--- config.mk ---
export PLATFORM = sky130hd
export DESIGN_NAME = run_length_histogram_core
export DESIGN_NICKNAME = d
export VERILOG_FILES = /design/src/hw/rtl/rlh_pkg.sv /design/src/hw/rtl/rlh_ram.sv /design/src/hw/rtl/rlh_tracker.sv /design/src/hw/rtl/rlh_hist.sv /design/src/hw/rtl/run_length_histogram_core.sv
export VERILOG_INCLUDE_DIRS = /design/src /design/src/hw/rtl
export SDC_FILE = /design/constraint.sdc
export NUM_CORES = 2
export LEC_CHECK = 0
export ABC_CLOCK_PERIOD_IN_PS = 5500
export BUFFER_PORTS_ARGS = -buffer_cell sky130_fd_sc_hd__buf_2
export CORE_MARGIN = 5
export CORE_UTILIZATION = 32
export CTS_CLUSTER_SIZE = 10
export DETAILED_ROUTE_END_ITERATION = 8
export HOLD_SLACK_MARGIN = 0.05
export SLEW_MARGIN = 20
export SYNTH_ARGS = -nofsm -noshare
export SYNTH_HDL_FRONTEND = slang
export SYNTH_SLANG_ARGS = --single-unit
--- constraint.sdc ---
create_clock -name i_clk -period 5.5 [get_ports i_clk]
set_input_delay 0.55 -clock i_clk [delete_from_list [all_inputs] [get_ports i_clk]]
set_output_delay 0.55 -clock i_clk [all_outputs]
set_load 0.01 [all_outputs]
--- src/hw/rtl/assert_macros.svh ---
// Assertion helpers shared by the run-length histogram RTL.
// Both macros expect i_clk and i_rst_n in the scope where they are used.
`ifndef ASSERT_MACROS_SVH
`define ASSERT_MACROS_SVH

// Checks a property on every clock edge outside of reset.
`define RLH_ASSERT(lbl, prop, msg) \
    lbl: assert property (@(posedge i_clk) disable iff (!i_rst_n) (prop)) else $error(msg);

// Checks that a condition implies a consequence in the same cycle.
`define RLH_ASSERT_IMPL(lbl, ante, cons, msg) \
    lbl: assert property (@(posedge i_clk) disable iff (!i_rst_n) (ante) |-> (cons)) \
        else $error(msg);

`endif

--- src/hw/rtl/rlh_pkg.sv ---
`timescale 1ns / 1ps
// ----------------------------------------------------------------------------
// rlh_pkg
// Shared types, widths and helpers of the run-length histogram block.
// ----------------------------------------------------------------------------
package rlh_pkg;

    localparam int MAX_RUN_LEN  = 24;
    localparam int MAX_SEQ_BITS = 1048576;

    localparam int CFG_W      = 5;
    localparam int LEN_OUT_W  = 5;
    localparam int CNT_W      = $clog2(MAX_SEQ_BITS + 1);
    localparam int IDX_W      = $clog2(MAX_RUN_LEN);
    localparam int K_W        = $clog2(MAX_RUN_LEN + 1);
    localparam int LEN_W      = $clog2(MAX_RUN_LEN + 2);
    localparam int ADDR_W     = IDX_W + 1;
    localparam int HIST_DEPTH = 2 ** ADDR_W;

    localparam logic [CFG_W-1:0] K_RESET   = CFG_W'(10);
    localparam logic [CNT_W-1:0] CNT_MAX   = {CNT_W{1'b1}};

    typedef enum logic [1:0] {
        S_RUN,
        S_FINAL,
        S_WAIT,
        S_DUMP
    } t_state;

    // A run that is to be counted: its bit value and its length minus one.
    typedef struct packed {
        logic             valid;
        logic             value;
        logic [IDX_W-1:0] idx;
    } t_cnt_req;

    // Read request to the histogram memory; incr marks a read-modify-write.
    typedef struct packed {
        logic              en;
        logic              incr;
        logic [ADDR_W-1:0] addr;
    } t_rd_req;

    // Longest counted run as it takes effect: zero acts as one, and values
    // above MAX_RUN_LEN are clipped to it.
    function automatic logic [K_W-1:0] eff_k(input logic [CFG_W-1:0] cfg);
        logic [K_W-1:0] k;
        if (cfg == '0) begin
            k = K_W'(1);
        end else if (int'(cfg) > MAX_RUN_LEN) begin
            k = K_W'(MAX_RUN_LEN);
        end else begin
            k = K_W'(cfg);
        end
        return k;
    endfunction

endpackage

--- src/hw/rtl/rlh_ram.sv ---
`timescale 1ns / 1ps
// ----------------------------------------------------------------------------
// rlh_ram
// Generic single-write, single-read RAM with a registered read port.
// ----------------------------------------------------------------------------
module rlh_ram #(
    parameter int WIDTH = 8,
    parameter int DEPTH = 16
) (
    input  logic                     i_clk,
    input  logic                     i_we,
    input  logic [$clog2(DEPTH)-1:0] i_waddr,
    input  logic [WIDTH-1:0]         i_wdata,
    input  logic                     i_re,
    input  logic [$clog2(DEPTH)-1:0] i_raddr,
    output logic [WIDTH-1:0]         o_rdata
);

    logic [WIDTH-1:0] r_mem [DEPTH];
    logic [WIDTH-1:0] r_rdata;

    always_ff @(posedge i_clk) begin
        if (i_we) begin
            r_mem[i_waddr] <= i_wdata;
        end
        if (i_re) begin
            r_rdata <= r_mem[i_raddr];
        end
    end

    assign o_rdata = r_rdata;

endmodule

--- src/hw/rtl/rlh_tracker.sv ---
`timescale 1ns / 1ps
`include "assert_macros.svh"
// ----------------------------------------------------------------------------
// rlh_tracker
// Follows the current run and reports the runs that end and are counted.
// ----------------------------------------------------------------------------
module rlh_tracker (
    input  logic                     i_clk,
    input  logic                     i_rst_n,
    input  logic                     i_accept,
    input  logic                     i_bit,
    input  logic                     i_clear,
    input  logic [rlh_pkg::K_W-1:0]  i_k,
    output rlh_pkg::t_cnt_req        o_end_req,
    output rlh_pkg::t_cnt_req        o_final_req
);

    logic                         r_prev;
    logic                         n_prev;
    logic                         r_have;
    logic                         n_have;
    logic [rlh_pkg::LEN_W-1:0]    r_len;
    logic [rlh_pkg::LEN_W-1:0]    n_len;
    logic [rlh_pkg::LEN_W-1:0]    k_len;
    logic [rlh_pkg::LEN_W-1:0]    k_plus;
    logic                         len_counted;

    assign k_len       = rlh_pkg::LEN_W'(i_k);
    assign k_plus      = k_len + 1'b1;
    assign len_counted = (r_len != '0) && (r_len <= k_len);

    always_comb begin
        n_prev = r_prev;
        n_have = r_have;
        n_len  = r_len;
        if (i_clear) begin
            n_prev = 1'b0;
            n_have = 1'b0;
            n_len  = '0;
        end else if (i_accept) begin
            if (!r_have) begin
                n_prev = i_bit;
                n_have = 1'b1;
                n_len  = rlh_pkg::LEN_W'(1);
            end else if (i_bit == r_prev) begin
                // The counter stops one past k, so an over-long run never counts.
                n_len = (r_len < k_plus) ? r_len + 1'b1 : k_plus;
            end else begin
                n_prev = i_bit;
                n_len  = rlh_pkg::LEN_W'(1);
            end
        end
    end

    always_ff @(posedge i_clk) begin
        if (!i_rst_n) begin
            r_prev <= 1'b0;
            r_have <= 1'b0;
            r_len  <= '0;
        end else begin
            r_prev <= n_prev;
            r_have <= n_have;
            r_len  <= n_len;
        end
    end

    always_comb begin
        o_end_req.valid   = i_accept && r_have && (i_bit != r_prev) && len_counted;
        o_end_req.value   = r_prev;
        o_end_req.idx     = rlh_pkg::IDX_W'(r_len - 1'b1);
        o_final_req.valid = r_have && len_counted;
        o_final_req.value = r_prev;
        o_final_req.idx   = rlh_pkg::IDX_W'(r_len - 1'b1);
    end

    `RLH_ASSERT(a_have_len, (r_have == (r_len != '0)), "run length and run presence disagree")
    `RLH_ASSERT_IMPL(a_end_idx, o_end_req.valid, (r_len <= k_len), "counted run exceeds k")

endmodule

--- src/hw/rtl/rlh_hist.sv ---
`timescale 1ns / 1ps
`include "assert_macros.svh"
// ----------------------------------------------------------------------------
// rlh_hist
// Histogram memory with per-entry valid bits and an increment write stage.
// ----------------------------------------------------------------------------
module rlh_hist (
    input  logic                      i_clk,
    input  logic                      i_rst_n,
    input  rlh_pkg::t_rd_req          i_rd,
    input  logic                      i_clear,
    output logic [rlh_pkg::CNT_W-1:0] o_count
);

    logic [rlh_pkg::HIST_DEPTH-1:0] r_vbits;
    logic                           r_rd_vbit;
    logic                           r_wr_pend;
    logic [rlh_pkg::ADDR_W-1:0]     r_wr_addr;
    logic [rlh_pkg::CNT_W-1:0]      ram_rdata;
    logic [rlh_pkg::CNT_W-1:0]      cur_count;
    logic [rlh_pkg::CNT_W-1:0]      wr_data;

    rlh_ram #(
        .WIDTH (rlh_pkg::CNT_W),
        .DEPTH (rlh_pkg::HIST_DEPTH)
    ) u_ram (
        .i_clk   (i_clk),
        .i_we    (r_wr_pend),
        .i_waddr (r_wr_addr),
        .i_wdata (wr_data),
        .i_re    (i_rd.en),
        .i_raddr (i_rd.addr),
        .o_rdata (ram_rdata)
    );

    // An entry never written since the last clear reads as zero.
    assign cur_count = r_rd_vbit ? ram_rdata : '0;
    assign wr_data   = (cur_count == rlh_pkg::CNT_MAX) ? cur_count : cur_count + 1'b1;
    assign o_count   = cur_count;

    always_ff @(posedge i_clk) begin
        if (!i_rst_n) begin
            r_vbits   <= '0;
            r_wr_pend <= 1'b0;
        end else begin
            if (i_clear) begin
                r_vbits <= '0;
            end else if (r_wr_pend) begin
                r_vbits[r_wr_addr] <= 1'b1;
            end
            r_wr_pend <= i_rd.en && i_rd.incr;
        end
    end

    always_ff @(posedge i_clk) begin
        if (i_rd.en) begin
            r_wr_addr <= i_rd.addr;
            r_rd_vbit <= r_vbits[i_rd.addr];
        end
    end

    // Back-to-back run ends alternate in bit value, so a read never hits the
    // entry whose write is still in flight.
    `RLH_ASSERT_IMPL(a_no_rmw_overlap, (i_rd.en && r_wr_pend), (i_rd.addr != r_wr_addr),
                     "read collides with pending write")

endmodule

--- src/hw/rtl/run_length_histogram_core.sv ---
`timescale 1ns / 1ps
`include "assert_macros.svh"
// ----------------------------------------------------------------------------
// run_length_histogram_core
// Run-length histogram of a bit stream, dumped at the end of each sequence.
// ----------------------------------------------------------------------------
// Takes one bit per cycle while a sequence streams in; each run end is one
// read-modify-write increment on the histogram memory (registered read, write
// in the following cycle), and successive run ends always touch different
// entries, so the stream never stalls. After the word marked end of sequence
// the input stays stalled: the block counts the last run (read, then write
// back), reads the first entry, and then sends 2k histogram words, ones runs
// first, one per cycle when the output is not stalled. It takes new input the
// cycle after the last word is taken.
// The histogram clears through per-entry valid bits, so there is no clearing
// pass after reset or after a dump.
module run_length_histogram_core (
    input  logic                          i_clk,
    input  logic                          i_rst_n,
    input  logic                          i_cfg_we,
    input  logic [rlh_pkg::CFG_W-1:0]     i_cfg_data,
    input  logic                          i_valid,
    output logic                          o_stall,
    input  logic                          i_bit_in,
    input  logic                          i_end_of_sequence,
    output logic                          o_valid,
    input  logic                          i_stall,
    output logic                          o_run_value,
    output logic [rlh_pkg::LEN_OUT_W-1:0] o_run_length,
    output logic [rlh_pkg::CNT_W-1:0]     o_run_count,
    output logic                          o_last_entry
);

    rlh_pkg::t_state               r_state;
    rlh_pkg::t_state               n_state;
    logic [rlh_pkg::CFG_W-1:0]     r_k_cfg;
    logic [rlh_pkg::K_W-1:0]       k;
    logic                          accept;
    logic                          pop;
    logic                          done;
    logic                          dump_issue;
    logic                          dump_at_end;
    logic                          stall_int;
    rlh_pkg::t_cnt_req             end_req;
    rlh_pkg::t_cnt_req             final_req;
    rlh_pkg::t_rd_req              rd_req;
    logic                          r_dump_val;
    logic [rlh_pkg::IDX_W-1:0]     r_dump_idx;
    logic                          r_dump_more;
    logic [rlh_pkg::IDX_W:0]       dump_len;
    logic                          r_out_valid;
    logic                          r_out_value;
    logic [rlh_pkg::LEN_OUT_W-1:0] r_out_len;
    logic                          r_out_last;

    assign k           = rlh_pkg::eff_k(r_k_cfg);
    assign accept      = i_valid && !stall_int;
    assign pop         = r_out_valid && !i_stall;
    assign done        = (r_state == rlh_pkg::S_DUMP) && pop && r_out_last;
    assign dump_issue  = (r_state == rlh_pkg::S_DUMP) && r_dump_more && (!r_out_valid || pop);
    assign dump_at_end = (r_dump_idx == rlh_pkg::IDX_W'(k - 1'b1));
    assign dump_len    = {1'b0, r_dump_idx} + 1'b1;

    rlh_tracker u_tracker (
        .i_clk       (i_clk),
        .i_rst_n     (i_rst_n),
        .i_accept    (accept),
        .i_bit       (i_bit_in),
        .i_clear     (done),
        .i_k         (k),
        .o_end_req   (end_req),
        .o_final_req (final_req)
    );

    rlh_hist u_hist (
        .i_clk   (i_clk),
        .i_rst_n (i_rst_n),
        .i_rd    (rd_req),
        .i_clear (done),
        .o_count (o_run_count)
    );

    // Next state.
    always_comb begin
        n_state = r_state;
        unique case (r_state)
            rlh_pkg::S_RUN: begin
                if (accept && i_end_of_sequence) begin
                    n_state = rlh_pkg::S_FINAL;
                end
            end
            rlh_pkg::S_FINAL: n_state = rlh_pkg::S_WAIT;
            rlh_pkg::S_WAIT:  n_state = rlh_pkg::S_DUMP;
            rlh_pkg::S_DUMP: begin
                if (done) begin
                    n_state = rlh_pkg::S_RUN;
                end
            end
        endcase
    end

    // State outputs: input stall and the memory read request.
    always_comb begin
        stall_int   = 1'b1;
        rd_req.en   = 1'b0;
        rd_req.incr = 1'b1;
        rd_req.addr = {end_req.value, end_req.idx};
        unique case (r_state)
            rlh_pkg::S_RUN: begin
                stall_int = 1'b0;
                rd_req.en = end_req.valid;
            end
            rlh_pkg::S_FINAL: begin
                // The run that the last word closes, including that word's bit.
                rd_req.en   = final_req.valid;
                rd_req.addr = {final_req.value, final_req.idx};
            end
            rlh_pkg::S_WAIT: begin
                rd_req.en = 1'b0;
            end
            rlh_pkg::S_DUMP: begin
                rd_req.en   = dump_issue;
                rd_req.incr = 1'b0;
                rd_req.addr = {r_dump_val, r_dump_idx};
            end
        endcase
    end

    always_ff @(posedge i_clk) begin
        if (!i_rst_n) begin
            r_state     <= rlh_pkg::S_RUN;
            r_k_cfg     <= rlh_pkg::K_RESET;
            r_dump_more <= 1'b0;
            r_out_valid <= 1'b0;
        end else begin
            r_state <= n_state;
            if (i_cfg_we) begin
                r_k_cfg <= i_cfg_data;
            end
            if (r_state == rlh_pkg::S_WAIT) begin
                r_dump_more <= 1'b1;
            end else if (dump_issue && !r_dump_val && dump_at_end) begin
                r_dump_more <= 1'b0;
            end
            if (dump_issue) begin
                r_out_valid <= 1'b1;
            end else if (pop) begin
                r_out_valid <= 1'b0;
            end
        end
    end

    always_ff @(posedge i_clk) begin
        if (r_state == rlh_pkg::S_WAIT) begin
            r_dump_val <= 1'b1;
            r_dump_idx <= '0;
        end else if (dump_issue) begin
            if (dump_at_end) begin
                r_dump_val <= 1'b0;
                r_dump_idx <= '0;
            end else begin
                r_dump_idx <= r_dump_idx + 1'b1;
            end
        end
        if (dump_issue) begin
            r_out_value <= r_dump_val;
            r_out_len   <= rlh_pkg::LEN_OUT_W'(dump_len);
            r_out_last  <= !r_dump_val && dump_at_end;
        end
    end

    assign o_stall      = stall_int;
    assign o_valid      = r_out_valid;
    assign o_run_value  = r_out_value;
    assign o_run_length = r_out_len;
    assign o_last_entry = r_out_last;

    `RLH_ASSERT_IMPL(a_out_only_stalled, o_valid, o_stall, "word sent while input is open")
    `RLH_ASSERT(a_last_closes, (done |=> !o_valid), "word sent after the last entry")

endmodule

; ---- After elaboration in Yosys (flattened, before gate mapping)
; Memories as Yosys holds them, arrays and structs flattened. A register that Yosys moved wholly into a read port is not among the register bits.
; Cells that the tools add are included.
[word_totals]
out_inout_bits = 30
register_bits = 101
mem_count = 1
mem_bits_rw = 1344
[mem_list]
columns = memory, depth, width, rd, rd_ports_with_merged_regs, wr, line_no
row1 = u_hist.u_ram.r_mem, 64, 21, 1, 1, 1, rlh_ram.sv:19  ; logic [WIDTH-1:0] r_mem [DEPTH];
[op_classes]
eq_ne = 10
n_addsub = 7
bitwise = 2
reduce_logical = 30
muxes = 27
order_cmp = 6
[ops]
columns = op, n
row1 = 64-bit OR, 1
row2 = 21-bit two-way mux, 2
row3 = 5-bit two-way mux, 6
row4 = "21-bit by 1-bit adder with 21-bit output, second input constant", 1
row5 = "21-bit == test, second input constant", 1
row6 = "5-bit by 1-bit adder with 5-bit output, second input constant", 4
row7 = 1-bit logical AND, 17
row8 = "6-bit by 7-bit less-than comparator with 1-bit output, second input constant", 2
row9 = 1-bit two-way mux, 12
row10 = "5-bit by 1-bit subtractor with 5-bit output, second input constant", 2
row11 = 2-bit case mux with 4 select lines, 1
row12 = 1-bit binary-select mux with 6-bit select, 1
row13 = 1-bit demux with 6-bit select, 1
row14 = "6-bit by 1-bit >= comparator with 1-bit output, second input constant", 1
row15 = 6-bit two-way mux, 1
row16 = 2-bit AND reduction, 3
row17 = 5-bit == test, 1
row18 = "5-bit greater-than comparator, second input constant", 1
row19 = 5-bit <= comparator, 1
row20 = 5-bit logical NOT, 1
row21 = 5-bit less-than comparator, 1
row22 = 5-bit nonzero test, 1
row23 = "2-bit == test, second input constant", 2
row24 = 2-bit two-way mux, 2
row25 = other kinds (12), 16

; ---- Depth between registers and ports, before layout
[depth]
word_depth = 8
depth_mapped = 15
depth_no_buf = 14

; ---- Modules after synthesis
; Synthesis repeated with hierarchy kept, for this count alone.
[unflattened]
cells_unflattened = 2816
hier_area_um2 = 57609.0
[modules_own_cells]
columns = module, seq_area_each_um2, cells_per_inst, area_each_um2, n_inst
row1 = rlh_ram, 40989.3, 2190, 51927.3, 1
row2 = rlh_hist, 1511.4, 380, 3559.7, 1
row3 = run_length_histogram_core, 510.5, 144, 1287.5, 1
row4 = rlh_tracker, 140.1, 102, 834.6, 1

; ---- Worst setup path after synthesis
; OpenSTA, ideal clock, no wires.
[synth_path]
kind = flip-flop to flip-flop
from = register u_hist.r_rd_vbit
to = memory u_hist.u_ram.r_mem[0][20] (netlist name), data pin
required_time_ns = 4.780
slack_ns = 0.420
n_path_buf = 2
setup_time_ns = 0.720
stages_incl_launch_ff = 9
t_arrival_ns = 4.360
path_cell_list = edfxtp_1 clkbuf_1 clkbuf_1 and2_1 ha_1 and2_1 and2_1 nand3_1 o31ai_1
[synth_between]
elab_chain_cells = 3
elab_cells_between_ends = 4
classes_between = 1 x add/sub / 1 x eq/ne / 2 x mux
[synth_rtl]
columns = item, line_no
row1 = from (decl), rlh_hist.sv:16  ; logic r_rd_vbit;
row2 = from (signal assigned), rlh_hist.sv:58  ; r_rd_vbit <= r_vbits[i_rd.addr];
row3 = 21-bit two-way mux *, rlh_hist.sv:37  ; assign cur_count = r_rd_vbit ? ram_rdata : '0;
row4 = "named net o_run_count, one bit", run_length_histogram_core.sv:30  ; output logic [rlh_pkg::CNT_W-1:0] o_run_count,
row5 = 21-bit by 1-bit adder with 21-bit output / 21-bit == test (equally long branches), rlh_hist.sv:38  ; assign wr_data = (cur_count == rlh_pkg::CNT_MAX) ? cur_count : cur_count + 1'b1;
row6 = 21-bit two-way mux *, rlh_hist.sv:38
row7 = named net u_hist.u_ram.i_wdata[20], rlh_ram.sv:13  ; input logic [WIDTH-1:0] i_wdata,
row8 = to (decl), rlh_ram.sv:19
; The timed path passes the listed nets; every way through them passes the cells marked *.

; ---- Final worst setup path
[layout_path]
from = register r_state[0]
to = register u_hist.u_ram.r_rdata[6], in the netlist u_hist.u_ram.o_rdata[6] (read register of u_hist.u_ram.r_mem), data pin
[layout_between]
elab_chain_cells = 6
elab_cells_between_ends = 12
classes_between = 3 x eq/ne / 2 x mux / 7 x reduce/logical
[layout_rtl]
columns = item, line_no
row1 = from (decl), run_length_histogram_core.sv:34  ; rlh_pkg::t_state r_state;
row2 = from (signal assigned), run_length_histogram_core.sv:131  ; r_state <= rlh_pkg::S_RUN;
row3 = from (signal assigned), run_length_histogram_core.sv:136  ; r_state <= n_state;
row4 = 2-bit logical NOT, run_length_histogram_core.sv:108  ; unique case (r_state)
row5 = 1-bit logical AND, run_length_histogram_core.sv:57  ; assign accept = i_valid && !stall_int;
row6 = 1-bit logical AND (3 in a row), rlh_tracker.sv:68  ; o_end_req.valid = i_accept && r_have && (i_bit != r_prev) && len_counted;
row7 = 1-bit case mux with 4 select lines, run_length_histogram_core.sv:108
row8 = to (decl), rlh_ram.sv:20  ; logic [WIDTH-1:0] r_rdata;
; Several ways; a longest one is shown, not always the timed one.
; A chain may end at the register's enable or synchronous reset.

==> impl_metrics.toml <==
[detailed_routing]
drt_iter0_markers = 4840
avgRoutedWirePerCell_um = 26.1
dr.pass1.iters = 5
drc_errors = 0
ant_nets = 0
wl_met1_um = 77500
highest_layer = "met5"
wl_met3_um = 15800
drt_wl_total_um = 188000
vias_per_cell = 5.69
dr_wl_met2_um = 86900
route.vias.total = 40900

[synth]
ys_warn_count = 0
netlist_area_mm2 = 0.0613
synth_seq_cells = 1466
synth_area_per_cell_um2 = 13.6
synthCells = 4494
postSynth.asyncResetShare = 0
synth_edf_count = 1379
ys_seq_area_frac = 0.704
syn_nets = 4528
synth.distinct_cells = 67
yosys_most_used_dff = "edfxtp_1"

[setup_path]
crit_required_ns = 6.12
path_delay_family = "simple AND/OR/NAND/NOR gates"
cp-end-kind = "register"
arrival_ns = 5.26
r2r-start = "r_state[0]"
crit_fanout = 104
rr_worst_depth = 10
critPathLaunchType = "register"
max_stage_delay_ns = 0.95
path_cells = "ha_1 -> nor2_1 -> a21oi_4 -> inv_8 -> buf_4 -> o41ai_1 -> a31oi_1 -> nor4_1 -> nand3_1 -> o31ai_1"
crit_path_start = "r_state[0]"
r2r_end = "u_hist.u_ram.o_rdata[6]"
ff2ff_setup_slack_ns = 0.86
worst-path-buf-inv = 2
criticalPathCategory = "register to register"
cp_slowest_cell = "nor4_1"

[global_route]
grt_max_degree = 105
grt_antenna_before_repair = 9
track_usage = 0.182
grt.overflow.total = 0
grt_pass1_wl_um = 271000
grt_pass1_vias = 39300

[clock_tree]
tritoncts = "built"
cts_setup_buffers = 0
clk_latency_ns = 0.80
hold_buffers = 9
cts.clk_slew.worst_paths_ns = 0.06
cts_max_level = 4
clockBufferDepth = 3
ctsResizeCount = 0
cts_root_buf = "clkbuf_16"
cts_made_buffers = 167
numClockSinks = 1466

[placed_design]
place_congestion = 0.832
place_area_mm2 = 0.0659
portBuffers = 41
place_hpwl_um = 105000

[finish]
layout_common_cells = "edfxtp_1 (1379), o21ai_0 (349), o21bai_1 (292)"
stdcell_area_mm2 = 0.0707
final_layout_size_suffix_gt1_frac = 0.122
layout_commonest_cell = "edfxtp_1"
area_delta_synth_final_pct = 15.3
nets = 4637

[timing]
relSlewSlack = 0.184
rsz0062_at_grt = "no"
finalSetupViolCount = 0
post-route-min-period_ns = 4.64
hold_viol_final = 0
fmax_mhz = 216
setup_tns_ns = 0
slew_violations = 0
skew_ns = 0.0349
worst_slew_pin_slew_ns = 1.22
post-route-period-util = 0.843

[floorplan]
dieArea_mm2 = 0.200
io_pins = 42
core_mm2 = 0.190
die_w_um = 448
die_h_um = 448
start_util = 0.322
rows = 160

[status]
outcome = "finished clean"

[flow_run]
maxCapViolCount = 0

[worst_hold_path]
min_path_type = "primary input to register"
hold_start = "i_cfg_we"
min_to = "r_k_cfg[4]"
min_path_cells = 3

[power_and_ir_drop]
power.leakage_uw = 0.0233
ir_drop_v = 0.000355
p_per_area_mw_per_mm2 = 453
==> logic make-up (layout without fill, tap and decap cells) <==
| logic type | Yosys count | after routing | share of synthesized area |
|---|---|---|---|
| AOI/OAI and AO/OA | 1660 | 1660 | 0.181 |
| xor gates and xnor gates | 35 | 35 | 0.00500 |
| adders and majority gates | 22 | 22 | 0.00449 |
| buffers and inverters | 374 | 554 | 0.0256 |
| DFF | 1466 | 1466 | 0.704 |
| muxes | 12 | 12 | 0.00202 |
| other | 0 | 4 | 0 |
| and+or+nand+nor | 925 | 925 | 0.0779 |
==> synth_stat cells, types with 9 or more instances <==
master,count,area share
a211o_1,21,0.0030
a211oi_1,55,0.0067
a21o_1,68,0.0083
a21oi_1,222,0.018
a31oi_1,158,0.016
and2_1,26,0.0027
and3_1,97,0.0099
buf_1,38,0.0023
buf_2,86,0.0070
buf_4,9,0.0011
clkbuf_1,193,0.012
dfxtp_1,87,0.028
edfxtp_1,1379,0.68
ha_1,22,0.0045
inv_1,42,0.0026
mux2i_1,9,0.0015
nand2_1,97,0.0059
nand2b_1,169,0.017
nand3_1,48,0.0039
nor2_1,224,0.014
nor2b_1,9,0.00092
nor3_1,179,0.015
nor4_1,25,0.0026
o21a_1,162,0.020
o21ai_0,349,0.028
o21bai_1,292,0.036
o221ai_1,23,0.0033
o22a_1,67,0.0096
o22ai_1,68,0.0069
o31ai_1,22,0.0027
o41ai_1,125,0.018
or4_1,21,0.0026
xnor2_1,19,0.0027
xor2_1,16,0.0023
==> tightest hold or removal path, stage by stage <==
cell     delay, ns
buf_2         0.17
mux2i_1       0.09
nor2_1        0.07
==> registers in the layout, summed over array words and instances (netlist names), 2 cells and up <==
signal                cells
u_hist.u_ram.o_rdata     21
r_state                   2
o_run_length              5
u_hist.u_ram.r_mem     1344
r_dump_idx                5
u_hist.r_vbits           64
r_k_cfg                   5
u_hist.r_wr_addr          6
u_tracker.r_len           5
==> metrics by stage <==
stage	cells	total power [uW]	hold slack, ns	utilization	worst slack, ns
after global placement	6928	22100	0.442	0.345	0.542
after floorplan	4494	18400	0.432	-	0.420
after global routing	7185	33200	0.124	0.371	0.630
after CTS	7182	32000	0.0847	0.371	0.941
final	7189	32000	0.137	0.371	0.864
after detailed placement	6933	22200	0.450	0.346	0.921
==> power by group <==
group | leakage (uW) | total (uW) | internal, uW | switching (uW)
sequential | 0.0133 | 12500 | 12500 | 78.1
combinational | 0.00778 | 9630 | 3100 | 6520
clock | 0.00226 | 9830 | 5660 | 4170
total | 0.0233 | 32000 | 21200 | 10800
==> cell type report <==
type                            count  area, um^2
Multi-Input combinational cell   2654       17200
Inverter                           45         181
Clock buffer                      224        4520
Antenna cell                        4        10.0
Clock inverter                     16         135
Sequential cell                  1466       43200
Fill cell                       17700      120000
Tap cell                         2511        3140
Timing Repair Buffer              269        2380
==> how the worst max path moves through the flow <==
stage	depth (start not counted)	to	slack, ns
6_report	10	u_hist.u_ram.o_rdata[6]	0.86
5_1_grt	9	u_hist.u_ram.o_rdata[4]	0.63
4_1_cts	9	u_hist.u_ram.o_rdata[4]	0.94
3_5_place_dp	9	u_hist.u_ram.o_rdata[4]	0.92
3_3_place_gp	11	u_hist.u_ram.o_rdata[5]	0.54
2_1_floorplan	8	u_hist.u_ram.r_mem[0][20]	0.42
==> per-layer routing <==
layer	vias to the layer above	track usage
li1	17800	-
met1	20900	0.246
met2	1905	0.293
met3	375	0.0309
met4	2	0.0701
met5	-	0
(Power assumes the default switching activity.)
